--- src/sv/assert_macros.svh ---
// ----------------------------------------------------------------------------
// assert_macros.svh
// Concurrent assertion wrappers; they compile away under SYNTHESIS.
// ----------------------------------------------------------------------------
`ifndef ASSERT_MACROS_SVH
`define ASSERT_MACROS_SVH

`ifndef SYNTHESIS

// Check a property on every rising edge outside of reset
`define ASSERT_CLK(label, clk, rst_n, prop, msg) \
    label: assert property (@(posedge clk) disable iff (!(rst_n)) (prop)) else $error(msg);

// Check a property on every rising edge, reset included
`define ASSERT_ALWAYS(label, clk, prop, msg) \
    label: assert property (@(posedge clk) (prop)) else $error(msg);

`else

`define ASSERT_CLK(label, clk, rst_n, prop, msg)
`define ASSERT_ALWAYS(label, clk, prop, msg)

`endif

`endif

--- src/sv/stsb_pkg.sv ---
// ----------------------------------------------------------------------------
// stsb_pkg
// Shared constants and types of the sorted table search block.
// ----------------------------------------------------------------------------
`default_nettype none

package stsb_pkg;

    // Table geometry
    localparam int TABLE_DEPTH = 16;
    localparam int IDX_W       = $clog2(TABLE_DEPTH);
    localparam int LEN_W       = $clog2(TABLE_DEPTH + 1);
    localparam int DATA_W      = 32;

    // Item commands
    typedef enum logic [0:0] {
        CMD_WRITE  = 1'b0,
        CMD_SEARCH = 1'b1
    } t_cmd;

    // Table memory access from the controller
    typedef struct packed {
        logic                     we;
        logic [IDX_W-1:0]         waddr;
        logic signed [DATA_W-1:0] wdata;
        logic                     re;
        logic [IDX_W-1:0]         raddr;
    } t_ram_req;

endpackage

`default_nettype wire

--- src/sv/sorted_table_binary_search_top.sv ---
// ----------------------------------------------------------------------------
// sorted_table_binary_search_top
// Binary search over a signed 32-bit table the user keeps sorted ascending.
// ----------------------------------------------------------------------------
// A write word stores one entry and gives no result. A search word on a
// non-empty table probes the table memory once per cycle, halving the
// bounds around the midpoint: the block stalls its input while it probes,
// between 1 and floor(log2(depth))+1 probes (1 to 5 for 16 entries), and a
// search of an empty table finishes without a probe. The single read port
// of the table memory and its registered read data set the pace. A result
// is registered and may wait for the consumer while the next word is taken;
// a search that finishes while an earlier result still waits keeps the
// input stalled until that result is taken. The block does not sort the
// entries. Entries must be written before a search reads them.
`default_nettype none

`include "assert_macros.svh"

module sorted_table_binary_search_top
    import stsb_pkg::*;
(
    input  wire logic                     i_clk,
    input  wire logic                     i_rst_n,
    // Input words
    input  wire logic                     i_in_valid,
    output logic                          o_in_stall,
    input  wire logic                     i_command,
    input  wire logic [IDX_W-1:0]         i_entry_index,
    input  wire logic signed [DATA_W-1:0] i_entry_value,
    input  wire logic signed [DATA_W-1:0] i_search_key,
    // Result words
    output logic                          o_out_valid,
    input  wire logic                     i_out_stall,
    output logic                          o_found,
    output logic [IDX_W-1:0]              o_position,
    // Table length register write
    input  wire logic                     i_cfg_valid,
    output logic                          o_cfg_ready,
    input  wire logic [LEN_W-1:0]         i_cfg_data
);

    logic [LEN_W-1:0]          r_table_length;
    t_ram_req                  ram_req;
    logic signed [DATA_W-1:0]  ram_rdata;

    // Hold the table length register
    assign o_cfg_ready = 1'b1;

    always_ff @(posedge i_clk) begin
        if (!i_rst_n) begin
            r_table_length <= '0;
        end else if (i_cfg_valid && o_cfg_ready) begin
            r_table_length <= i_cfg_data;
        end
    end

    stsb_search_ctrl u_ctrl (
        .i_clk          (i_clk),
        .i_rst_n        (i_rst_n),
        .i_in_valid     (i_in_valid),
        .o_in_stall     (o_in_stall),
        .i_command      (i_command),
        .i_entry_index  (i_entry_index),
        .i_entry_value  (i_entry_value),
        .i_search_key   (i_search_key),
        .i_table_length (r_table_length),
        .o_ram_req      (ram_req),
        .i_ram_rdata    (ram_rdata),
        .o_out_valid    (o_out_valid),
        .i_out_stall    (i_out_stall),
        .o_found        (o_found),
        .o_position     (o_position)
    );

    stsb_table_ram #(
        .DEPTH (TABLE_DEPTH),
        .WIDTH (DATA_W)
    ) u_table (
        .i_clk   (i_clk),
        .i_we    (ram_req.we),
        .i_waddr (ram_req.waddr),
        .i_wdata (ram_req.wdata),
        .i_re    (ram_req.re),
        .i_raddr (ram_req.raddr),
        .o_rdata (ram_rdata)
    );

    // A miss always reports position zero
    `ASSERT_CLK(a_miss_pos_zero, i_clk, i_rst_n, (o_out_valid && !o_found) |-> (o_position == '0), "miss with nonzero position")

    // A hit lies inside the table in use
    `ASSERT_CLK(a_hit_in_range, i_clk, i_rst_n, (o_out_valid && o_found) |-> ({1'b0, o_position} < r_table_length), "hit beyond table length")

    // The table memory is never written and probed in one cycle
    `ASSERT_CLK(a_ram_excl, i_clk, i_rst_n, !(ram_req.we && ram_req.re), "table write during a probe")

    // A write word never produces a result
    `ASSERT_CLK(a_write_no_result, i_clk, i_rst_n, (i_in_valid && !o_in_stall && (i_command == CMD_WRITE) && !o_out_valid) |=> !o_out_valid, "result after a write")

endmodule

`default_nettype wire

--- src/sv/stsb_table_ram.sv ---
// ----------------------------------------------------------------------------
// stsb_table_ram
// Single-port-write, single-port-read table memory with registered read data.
// ----------------------------------------------------------------------------
`default_nettype none

module stsb_table_ram #(
    parameter int DEPTH = 16,
    parameter int WIDTH = 32
) (
    input  wire logic                     i_clk,
    input  wire logic                     i_we,
    input  wire logic [$clog2(DEPTH)-1:0] i_waddr,
    input  wire logic [WIDTH-1:0]         i_wdata,
    input  wire logic                     i_re,
    input  wire logic [$clog2(DEPTH)-1:0] i_raddr,
    output logic      [WIDTH-1:0]         o_rdata
);

    logic [WIDTH-1:0] r_mem [DEPTH];
    logic [WIDTH-1:0] r_rdata;

    // Write one entry
    always_ff @(posedge i_clk) begin
        if (i_we) begin
            r_mem[i_waddr] <= i_wdata;
        end
    end

    // Read one entry, data valid the next cycle
    always_ff @(posedge i_clk) begin
        if (i_re) begin
            r_rdata <= r_mem[i_raddr];
        end
    end

    assign o_rdata = r_rdata;

endmodule

`default_nettype wire

--- src/sv/stsb_search_ctrl.sv ---
// ----------------------------------------------------------------------------
// stsb_search_ctrl
// Takes write and search words, drives the table memory and runs the binary
// search one probe per cycle; holds the result in an output register.
// ----------------------------------------------------------------------------
`default_nettype none

module stsb_search_ctrl
    import stsb_pkg::*;
(
    input  wire logic                     i_clk,
    input  wire logic                     i_rst_n,
    input  wire logic                     i_in_valid,
    output logic                          o_in_stall,
    input  wire logic                     i_command,
    input  wire logic [IDX_W-1:0]         i_entry_index,
    input  wire logic signed [DATA_W-1:0] i_entry_value,
    input  wire logic signed [DATA_W-1:0] i_search_key,
    input  wire logic [LEN_W-1:0]         i_table_length,
    output t_ram_req                      o_ram_req,
    input  wire logic signed [DATA_W-1:0] i_ram_rdata,
    output logic                          o_out_valid,
    input  wire logic                     i_out_stall,
    output logic                          o_found,
    output logic [IDX_W-1:0]              o_position
);

    typedef enum logic [1:0] {
        ST_IDLE,
        ST_SEARCH,
        ST_HOLD
    } t_state;

    t_state                    r_state;
    logic [LEN_W-1:0]          r_lo;
    logic [LEN_W-1:0]          r_end;
    logic [IDX_W-1:0]          r_mid;
    logic signed [DATA_W-1:0]  r_key;
    logic                      r_hit;
    logic [IDX_W-1:0]          r_pos;
    logic                      r_out_valid;
    logic                      r_found;
    logic [IDX_W-1:0]          r_position;

    logic                      in_accept;
    logic                      out_free;
    logic [LEN_W-1:0]          len_clamped;
    logic [IDX_W-1:0]          start_mid;
    logic                      key_lt;
    logic                      key_gt;
    logic                      hit_now;
    logic [LEN_W-1:0]          n_lo;
    logic [LEN_W-1:0]          n_end;
    logic [IDX_W-1:0]          n_mid;
    logic                      more;
    logic                      done;
    logic                      res_found;
    logic [IDX_W-1:0]          res_pos;

    // Midpoint of the half-open range [lo, end), end above lo
    function automatic logic [IDX_W-1:0] mid_of(input logic [LEN_W-1:0] lo,
                                                input logic [LEN_W-1:0] hi_ex);
        logic [LEN_W:0] sum;
        sum    = {1'b0, lo} + {1'b0, hi_ex} - (LEN_W+1)'(1);
        mid_of = IDX_W'(sum >> 1);
    endfunction

    // Handshake
    assign in_accept  = i_in_valid && (r_state == ST_IDLE);
    assign out_free   = !r_out_valid || !i_out_stall;
    assign o_in_stall = (r_state != ST_IDLE);

    // Clamp the length to the table depth
    assign len_clamped = (i_table_length > LEN_W'(TABLE_DEPTH))
                         ? LEN_W'(TABLE_DEPTH) : i_table_length;
    assign start_mid   = mid_of('0, len_clamped);

    // Compare the probed entry and narrow the bounds
    always_comb begin
        key_lt  = (r_key < i_ram_rdata);
        key_gt  = (r_key > i_ram_rdata);
        hit_now = !key_lt && !key_gt;
        n_lo    = key_lt ? r_lo : (LEN_W'(r_mid) + LEN_W'(1));
        n_end   = key_lt ? LEN_W'(r_mid) : r_end;
        more    = !hit_now && (n_lo < n_end);
        n_mid   = mid_of(n_lo, n_end);
    end

    // Completion and result selection
    always_comb begin
        done      = 1'b0;
        res_found = 1'b0;
        res_pos   = '0;
        unique case (r_state)
            ST_IDLE: begin
                done = in_accept && (i_command == CMD_SEARCH) && (len_clamped == '0);
            end
            ST_SEARCH: begin
                done      = !more;
                res_found = hit_now;
                res_pos   = hit_now ? r_mid : '0;
            end
            ST_HOLD: begin
                done      = 1'b1;
                res_found = r_hit;
                res_pos   = r_pos;
            end
            default: begin
                done = 1'b0;
            end
        endcase
    end

    // Table memory requests
    always_comb begin
        o_ram_req       = '0;
        o_ram_req.waddr = i_entry_index;
        o_ram_req.wdata = i_entry_value;
        o_ram_req.we    = in_accept && (i_command == CMD_WRITE);
        if (r_state == ST_SEARCH) begin
            o_ram_req.re    = more;
            o_ram_req.raddr = n_mid;
        end else begin
            o_ram_req.re    = in_accept && (i_command == CMD_SEARCH)
                              && (len_clamped != '0);
            o_ram_req.raddr = start_mid;
        end
    end

    // State, bounds and output register
    always_ff @(posedge i_clk) begin
        if (!i_rst_n) begin
            r_state     <= ST_IDLE;
            r_out_valid <= 1'b0;
        end else begin
            // Load a finished result when the output register is free,
            // else drop a word once it is taken
            if (done && out_free) begin
                r_out_valid <= 1'b1;
                r_found     <= res_found;
                r_position  <= res_pos;
            end else if (r_out_valid && !i_out_stall) begin
                r_out_valid <= 1'b0;
            end
            if (done) begin
                r_hit <= res_found;
                r_pos <= res_pos;
            end

            unique case (r_state)
                ST_IDLE: begin
                    if (in_accept && (i_command == CMD_SEARCH)) begin
                        r_key <= i_search_key;
                        r_lo  <= '0;
                        r_end <= len_clamped;
                        r_mid <= start_mid;
                        if (len_clamped != '0) begin
                            r_state <= ST_SEARCH;
                        end else if (!out_free) begin
                            r_state <= ST_HOLD;
                        end
                    end
                end
                ST_SEARCH: begin
                    if (more) begin
                        r_lo  <= n_lo;
                        r_end <= n_end;
                        r_mid <= n_mid;
                    end else if (out_free) begin
                        r_state <= ST_IDLE;
                    end else begin
                        r_state <= ST_HOLD;
                    end
                end
                ST_HOLD: begin
                    if (out_free) begin
                        r_state <= ST_IDLE;
                    end
                end
                default: begin
                    r_state <= ST_IDLE;
                end
            endcase
        end
    end

    assign o_out_valid = r_out_valid;
    assign o_found     = r_found;
    assign o_position  = r_position;

endmodule

`default_nettype wire

--- config.mk ---
export PLATFORM = sky130hd
export DESIGN_NAME = sorted_table_binary_search_top
export DESIGN_NICKNAME = d
export VERILOG_FILES = /design/src/sv/stsb_pkg.sv /design/src/sv/sorted_table_binary_search_top.sv /design/src/sv/stsb_table_ram.sv /design/src/sv/stsb_search_ctrl.sv
export VERILOG_INCLUDE_DIRS = /design/src /design/src/sv
export SDC_FILE = /design/constraint.sdc
export NUM_CORES = 1
export LEC_CHECK = 0
export BUFFER_PORTS_ARGS = -buffer_cell sky130_fd_sc_hd__buf_2
export CORE_ASPECT_RATIO = 1.4
export CORE_MARGIN = 5
export CORE_UTILIZATION = 56
export DETAILED_ROUTE_END_ITERATION = 10
export HOLD_SLACK_MARGIN = 0.08
export PLACE_DENSITY = 0.84
export SLEW_MARGIN = 5
export SYNTH_ARGS = -nofsm -noshare
export SYNTH_HDL_FRONTEND = slang
export SYNTH_HIERARCHICAL = 1
export SYNTH_SLANG_ARGS = --single-unit
export TNS_END_PERCENT = 50
--- constraint.sdc ---
create_clock -name i_clk -period 4.7 [get_ports i_clk]
set_input_delay 1.175 -clock i_clk [delete_from_list [all_inputs] [get_ports i_clk]]
set_output_delay 1.175 -clock i_clk [all_outputs]
set_load 0.05 [all_outputs]
---- Word level (Yosys, flattened, before mapping) ----
Memory sizes are Yosys's and may differ from the RTL's. A register that Yosys moved wholly into a read port is not among the register bits.
Cells that the tools add are included.
operators by class
  $add $sub $neg .......................... 4
  order comparisons ....................... 4
  eq/ne operators ......................... 7
  muxes and demuxes ....................... 28
  bitwise operators ....................... 1
  reduce and logical (&&, ||, !) cells .... 27
operator list
  kind                                                    number
  2-to-1 mux 5 bit                                        8
  > comparator 32 bit                                     1
  < comparator 32 bit                                     1
  case mux 5 bit (2 select lines)                         2
  case mux 4 bit (2 select lines)                         2
  2-to-1 mux 2 bit                                        6
  2-to-1 mux 4 bit                                        3
  subtractor 5 x 1 -> 5 bit (second input constant)       2
  logical AND 1 bit                                       9
  AND reduction 4 bit                                     2
  logical NOT 1 bit                                       6
  case mux 2 bit (3 select lines)                         1
  nonzero test 2 bit                                      3
  adder 4 x 1 -> 5 bit (second input constant)            1
  adder 5 bit                                             1
  > comparator 5 bit (second input constant)              1
  logical NOT 5 bit                                       1
  < comparator 5 bit                                      1
  nonzero test 5 bit                                      1
  2-to-1 mux 1 bit                                        4
  inequality test 2 x 1 -> 1 bit (second input constant)  2
  inequality test 2 bit (second input constant)           2
  AND reduction 2 bit                                     2
  inequality test 3 bit (second input constant)           1
  8 further kinds                                         8
word-level totals
  register bits ........................... 64
  memory bits (writable) .................. 512
  bits of input ports ..................... 79
  output and inout port bits .............. 8
  logic and storage cells ................. 83
  memories ................................ 1
memory list
  name           depth  width  rd ports  clocked after Yosys merged registers in  wr ports  line                  text
  u_table.r_mem  16     32     1         1                                        1         stsb_table_ram.sv:20  logic [WIDTH-1:0] r_mem [DEPTH];

---- Longest topological paths before layout ----
Gate-level depths: netlist of run 1.
  depth after elaboration ................. 9
  gate-level depth with buffers ........... 24
  depth with buffers taken out ............ 20

---- Hierarchy ----
The synthesis of run 1 kept the hierarchy.
modules (own cells, without submodules)
  module                          instances  cells each  area an instance (sq um)  sequential area each (sq um)
  stsb_table_ram                  1          838         20,155.6                  16,335.7
  stsb_search_ctrl                1          364         3,843.7                   1,741.7
  sorted_table_binary_search_top  1          18          203.9                     100.1

---- Worst setup path after synthesis of run 1 ----
No wires, ideal clock.
  kind .................................... reg2reg
  start point ............................. register u_ctrl.r_key[5]
  end point ............................... register u_table.r_rdata[10], in the netlist u_table/o_rdata[10], read port of u_table.r_mem, data pin
  library setup time ...................... 259 ps
  arrival ................................. 4,478 ps
  required time ........................... 4,441 ps
  setup slack ............................. -37 ps
  stages on the path, launching flop included .. 24
  buffers on the path ..................... 4
  clock period less this slack ............ 4,737 ps
  cell sequence ........................... edfxtp_1 > ha_1 > a21oi_1 > o21ai_0 > a221o_1 > o31a_1 > nor3_2 > buf_6 > buf_2 > nor2_1 > a21oi_1 > inv_1 > ha_1 > ha_1 > nor3b_1 > o21ai_0 > o311ai_0 > a41o_1 > a21o_1 > nor2b_1 > clkbuf_1 > clkbuf_1 > a22oi_1 > nand2_1
RTL lines
  item                      line                     text
  start: declaration        stsb_search_ctrl.sv:38   logic signed [DATA_W-1:0] r_key;
  start signal: assignment  stsb_search_ctrl.sv:153  r_key <= i_search_key;
  end: declaration          stsb_table_ram.sv:21     logic [WIDTH-1:0] r_rdata;

==> metrics.yaml, run 1 <==
worst_slack_ps: -305
portBuffers: 85
ys_ff_latch: 608
rrSetupSlack_ps: -310
initial_core_util: 0.564
ys.flop_type: "edfxtp_1"
synthArstFlopShare: 0
drive_gt1_frac: 0.367
dieHeight_um: 256
critPathCaptureType: "flip-flop"
die_area_um2: 47500
reg2regPathDepth: 23
grt_usage: 0.275
worstMarginPinSlew_ps: 744
top_layer_used: "met5"
m1WireLength_mm: 22.2
netlist.area_leader.share: 0.744
rsz0062_at_grt: "yes"
final_hold_viol_count: 0
final_nets: 1528
cp-startpoint: "u_ctrl/r_key[14]"
synth_cells: 1220
nFillCells: 2446
vias: 13500
dp.cells: 1864
grt_pass1_wl_mm: 94.6
crit_required_ps: 5050
io_pins: 87
path_class: "reg -> reg"
syn_area_um2: 24200
finClkSkew_ps: 26.9
synth_most_common_cell: "edfxtp_1"
p_leak_nw: 9.77
syn_nets: 1345
cp_data_arrival_time_ps: 5350
p_per_area_nw_per_um2: 639
peakVddDrop_mv: 0.375
setup_viol: 32
r2r_start: "u_ctrl/r_key[14]"
slew_violations: 0
gr-total-overflow: 0
cts-buffers-inserted: 51
core_um2: 42900
cts_max_path_buffers: 3
drt-total-wl_mm: 67.6
area_growth_pct: 19.2
wl_met2_mm: 35.2
fin_crit_sh: 1.06
drcViolationCount: 0
grt_pass1_vias: 14000
hp-class: "reg -> reg"
yosysWarnings: 6
drt-pass1-iter-count: 6
hold_start: "u_ctrl/r_state[0]"
drv_cap: 0
syn_area_per_cell_um2: 19.8
power_mw: 18.4
synth-edff-count: 600
cts-htree-levels: 2
hold_depth: 2
cts_hold_buf: 0
cts_root_buf: "clkbuf_16"
gp_congestion: 0.895
cp-start-kind: "flip-flop"
grt_antenna_before_repair: 1
clk_latency_ps: 610
violations: "negative setup slack"
dp_hpwl_mm: 32.7
ys_types: 54
clkTransAtPathRegs_ps: 80
num_antenna_cells: 0
netlist.top_cell.by_area: "edfxtp_1"
ys_top_cells_by_count: "edfxtp_1 (600), mux4_2 (128), a22oi_1 (69), nand2_1 (58)"
wl_per_cell_um: 33.8
die_w_um: 186
outcome: "complete, but fails checks"
core.rowCount: 90
instances_no_fill: 1997
cts.sinks: 608
cts_tree: "done"
yosysSeqAreaShare: 0.751
fin_crit_ps: 5010
crit_fanout: 8
viasPerCell: 6.77
yosys-top-cells-area: "edfxtp_1 (74%), mux4_2 (12%), ha_1 (2.4%)"
drtIter0Drc: 1838
relSlewSlack: 0.499
met3WireLength_mm: 6.42
max_clock_freq_mhz: 200
grt_max_degree: 33
detail-route-antenna-nets: 0
area by class of cell:
type / count / area (um2) / share of cell area
Sequential cell: 608 / 18200 / 0.630
Multi-Input combinational cell: 482 / 5980 / 0.207
Timing Repair Buffer: 218 / 2080 / 0.0721
Clock buffer: 59 / 1310 / 0.0453
Tap cell: 552 / 691 / 0.0239
Clock inverter: 36 / 450 / 0.0156
Inverter: 42 / 158 / 0.00547
per-stage QoR:
step / setup WS, ps / setup TNS [ps] / instance area (um2) / hold WS (ps) / util
6_report: -305 / -8220 / 28800 / 530 / 0.672
3_3_place_gp: -733 / -21600 / 26000 / 498 / 0.605
2_1_floorplan: 11.5 / 0 / 24200 / 471 / -
4_1_cts: 0.0191 / 0 / 28500 / 520 / 0.663
5_1_grt: -459 / -14860 / 28800 / 557 / 0.672
3_5_place_dp: -912 / -26610 / 26000 / 511 / 0.605
cell families (layout without fill, tap and decap cells):
logic type                 Yosys count  count (layout)  share of synthesized area
AOI/OAI and AO/OA                  130             130                     0.0375
xor gates and xnor gates             8               8                    0.00290
adders and majority gates           48              48                     0.0246
buffers and inverters              131             355                     0.0285
DFF                                608             608                      0.751
muxes                              144             144                      0.126
other                                1               1                   0.000155
and+or+nand+nor                    150             151                     0.0295
registers in the layout, indices dropped and copies added, names as in the netlist:
name / flops
u_ctrl/o_found: 1
u_ctrl/r_hit: 1
u_ctrl/r_mid: 4
u_table/o_rdata: 32
u_ctrl/o_position: 4
r_table_length: 5
u_ctrl/o_out_valid: 1
u_ctrl/r_state: 2
u_ctrl/r_lo: 5
u_ctrl/r_end: 5
u_ctrl/r_key: 32
u_ctrl/r_pos: 4
u_table/r_mem: 512
per-layer routing:
metal,up-vias,track usage
li1,5296,-
met1,6944,0.344
met2,1067,0.462
met3,212,0.0492
met4,2,0.139
met5,-,0
cells in the final DEF, fill, tap and decap left out, types with 9 or more instances in the layout:
cell type,instances
ha_1,37
nand2_1,53
a22oi_1,22
nand3_1,10
bufinv_16,9
clkinv_2,9
a21oi_1,22
clkinv_1,11
nor2_1,16
edfxtp_1,600
buf_2,86
mux4_2,128
clkbuf_16,53
a22oi_2,47
nor2b_1,11
inv_1,37
buf_4,79
mux2i_1,10
buf_12,33
nor2_4,13
path summary, 6_finish.rpt:
kind / endpoint
worst max register to register: u_table/o_rdata[16]
worst min-delay path: u_ctrl/r_state[0]
worst min register to register: u_ctrl/r_state[0]
worst max-delay path: u_table/o_rdata[16]
where the power goes:
part,switching (mW),total (mW),internal (mW)
clock network,2.00,4.52,2.52
logic,3.82,7.34,3.52
registers,0.158,6.56,6.41
worst max-delay path, cell delays in order, from the launching register on:
cell	delay, ps
edfxtp_1	390
ha_1	330
a21oi_1	160
nand2_1	70
a221o_1	420
o31a_1	370
nor3_4	270
buf_6	170
mux2i_2	340
buf_4	180
ha_1	190
xnor2_1	80
ha_2	190
nor4b_2	270
a31oi_1	70
o31ai_1	80
nor3_1	80
buf_4	150
buf_4	150
nor2b_4	130
buf_12	140
buf_12	150
a22oi_2	230
nand2_1	130
repair_timing:
action | in CTS | in global routing
setup buffers | 22 | 8
gates cloned | 8 | 2
resized for setup | 70 | 47
pin swaps | 17 | 33
endpoints found under the setup margin | 88 | 55
Note: power is estimated with default switching activity, not from simulation.
==> inputs of run 2 (changes only) <==
Settings changed: CORE_MARGIN 5 to not set.
==> metrics.yaml, run 2 (synthesized netlist as in run 1, its figures left out) <==
grt_pass1_wl_mm: 88.7  # -6.2%
cts_tree: "done"
reg2regPathDepth: 24  # +4.3%
critPathCaptureType: "flip-flop"
clkTransAtPathRegs_ps: 80  # about the same
peakVddDrop_mv: 0.358  # -4.5%
cp-start-kind: "flip-flop"
cts_max_path_buffers: 3  # unchanged
worst_slack_ps: -435  # -129 ps
gp_congestion: 0.874  # -2.4%
worstMarginPinSlew_ps: 796  # +51.3 ps
core_um2: 42400  # -1.1%
grt_antenna_before_repair: 3  # +2
fin_crit_sh: 1.09  # +0.0275
seqPwrFrac: 0.360  # +0.004
path_class: "reg -> reg"
max_clock_freq_mhz: 195  # -2.5%
cpLargestDelayFamily: "compound AO/OA/AOI/OAI gates"
core.rowCount: 89  # -1.1%
die_area_um2: 44100  # -7.3%
worstPathCellList: "inv_1, ha_4, nand4_1, nor2_1, a221o_1, o31a_1, nor3_2, buf_6, buf_6, mux2i_4, ha_4, ha_4, nor3b_4, o21ai_1, o311ai_1, a41o_1, a21o_1, buf_6, nor2_4, buf_12, clkbuf_16, buf_6, a22oi_2, nand2_1"
rsz0062_at_grt: "yes"
p_int_mw: 12.4  # -0.77%
final_hold_viol_count: 0  # unchanged
slowest_delay_ps: 470  # +50 ps
drt-pass1-iter-count: 5  # -1
cts-htree-levels: 2  # unchanged
top_register: "u_table/r_mem"
p_sw_frac: 0.323  # -0.00102
cts_hold_buf: 0  # unchanged
io_pins: 87  # unchanged
combPwrFrac: 0.397  # about the same
r2r_start: "u_table/o_rdata[15]"
setup_viol: 88  # +180%
wl_per_cell_um: 33.3  # -1.7%
drt-total-wl_mm: 67.1  # -0.70%
clk_latency_ps: 590  # -20 ps
final_nets: 1553  # +1.6%
drcViolationCount: 0  # unchanged
power_mw: 18.3  # -0.92%
grt_usage: 0.285  # +0.0101
hp-class: "reg -> reg"
slew_violations: 0  # unchanged
grt_max_degree: 33  # unchanged
cts_root_buf: "clkbuf_16"
cpMaxStageDelayCell: "edfxtp_1"
outcome: "complete, but fails checks"
fin_crit_ps: 5130  # +129 ps
area_growth_pct: 19.2  # about the same
r2r-end: "u_table/o_rdata[31]"
cp_common_cell: "buf_6"
dp_hpwl_mm: 34.0  # +4.1%
cp.buffers_inverters: 7  # +1
cp_data_arrival_time_ps: 5470  # +120 ps
cp.depth: 24  # +4.3%
cts.sinks: 608  # unchanged
portBuffers: 85  # unchanged
p_clk_frac: 0.243  # -0.002
largest_reg_flops: 512  # unchanged
initial_core_util: 0.570  # +0.00634
drv_cap: 0  # unchanged
grt_pass1_vias: 13900  # -1.0%
crit_fanout: 5  # -3
violations: "negative setup slack"
p_per_area_nw_per_um2: 633  # -0.92%
gr-total-overflow: 0  # unchanged
cts-buffers-inserted: 52  # +2.0%
die_w_um: 178  # -4.3%
crit_required_ps: 5030  # -20 ps
drtIter0Drc: 1803  # -1.9%
dieHeight_um: 248  # -3.1%
p_leak_nw: 9.79  # +0.17%
hold_depth: 2  # unchanged
vias: 13600  # +0.86%
cp-startpoint: "u_table/o_rdata[15]"
detail-route-antenna-nets: 0  # unchanged
power.net_switching_mw: 5.90  # -1.2%
rrSetupSlack_ps: -430  # -130 ps
finClkSkew_ps: 23.6  # -3.23 ps
relSlewSlack: 0.470  # -0.0296
final_common_cell: "edfxtp_1"
viasPerCell: 6.76  # -0.19%
drive_gt1_frac: 0.376  # +0.00897
fin_tns_setup_ps: -18240  # -10010 ps
layout_common_cells: "edfxtp_1 (600), mux4_2 (128), buf_4 (110)"
crit_path_end: "u_table/o_rdata[31]"
-- run 2: layout make-up --
type / instances / area, um2
sequential: 608 / 18200
fill: 2340 / 13600
multi-input combinational: 482 / 6060
timing repair buffer: 242 / 2040
clock buffer: 62 / 1340
tap: 546 / 683
clock inverter: 33 / 379
inverter: 42 / 158
antenna: 3 / 7.51
-- run 2: routing by layer --
| layer | global-route usage | part of all wire | vias to the layer above |
|---|---|---|---|
| met2 | 0.489 | 0.51 | 1149 |
| met1 | 0.343 | 0.33 | 6885 |
| met5 | 0 | 0.00025 | - |
| met4 | 0.151 | 0.058 | 2 |
| met3 | 0.0532 | 0.099 | 246 |
| li1 | - | - | 5355 |
-- run 2: worst min-delay path by stage --
| stage | start | end | slack (ps) |
|---|---|---|---|
| 2_1_floorplan | u_ctrl/r_state[1] | u_ctrl/r_state[1] | 470 |
| 3_3_place_gp | u_ctrl/r_state[1] | u_ctrl/r_state[1] | 500 |
| 3_5_place_dp | u_ctrl/r_state[1] | u_ctrl/r_state[1] | 520 |
| 4_1_cts | u_ctrl/r_state[1] | u_ctrl/r_state[1] | 540 |
| 5_1_grt | u_ctrl/r_state[0] | u_ctrl/r_state[0] | 550 |
| 6_report | u_ctrl/r_state[1] | u_ctrl/r_state[1] | 540 |
-- run 2: what timing repair did --
action / CTS / global route
pin swaps: 12 / 26
resized for setup: 49 / 66
setup endpoints to repair: 37 / 42
setup buffers: 21 / 9
gates cloned: 3 / 1
-- run 2: power groups by stage --
stage	registers, mW	clock network [mW]	logic [mW]
finish	6.57	4.44	7.25
CTS	6.54	4.40	6.37
detailed placement	6.65	0	5.64
floorplan	6.63	0	3.37
global route	6.58	4.63	7.52
global placement	6.64	0	5.39
-- run 2: worst register-to-register path: stages (launching register included) --
cell and delay, ps:
edfxtp_1 470, inv_1 180, ha_4 230, nand4_1 140, nor2_1 80, a221o_1 330, o31a_1 330, nor3_2 260
buf_6 190, buf_6 120, mux2i_4 250, ha_4 240, ha_4 310, nor3b_4 220, o21ai_1 100, o311ai_1 100
a41o_1 150, a21o_1 230, buf_6 150, nor2_4 60, buf_12 130, clkbuf_16 160, buf_6 120, a22oi_2 270
nand2_1 80
-- run 2: per-stage QoR --
step	hold slack (ps)	util	cells	area (um2)	setup WS, ps
floorplan	471	-	1220	24200	11.5
detailed placement	520	0.617	1887	26200	-765
global placement	499	0.617	1887	26200	-436
finish	540	0.680	2018	28800	-435
global route	553	0.680	2016	28800	-503
CTS	535	0.669	2006	28400	-32.6
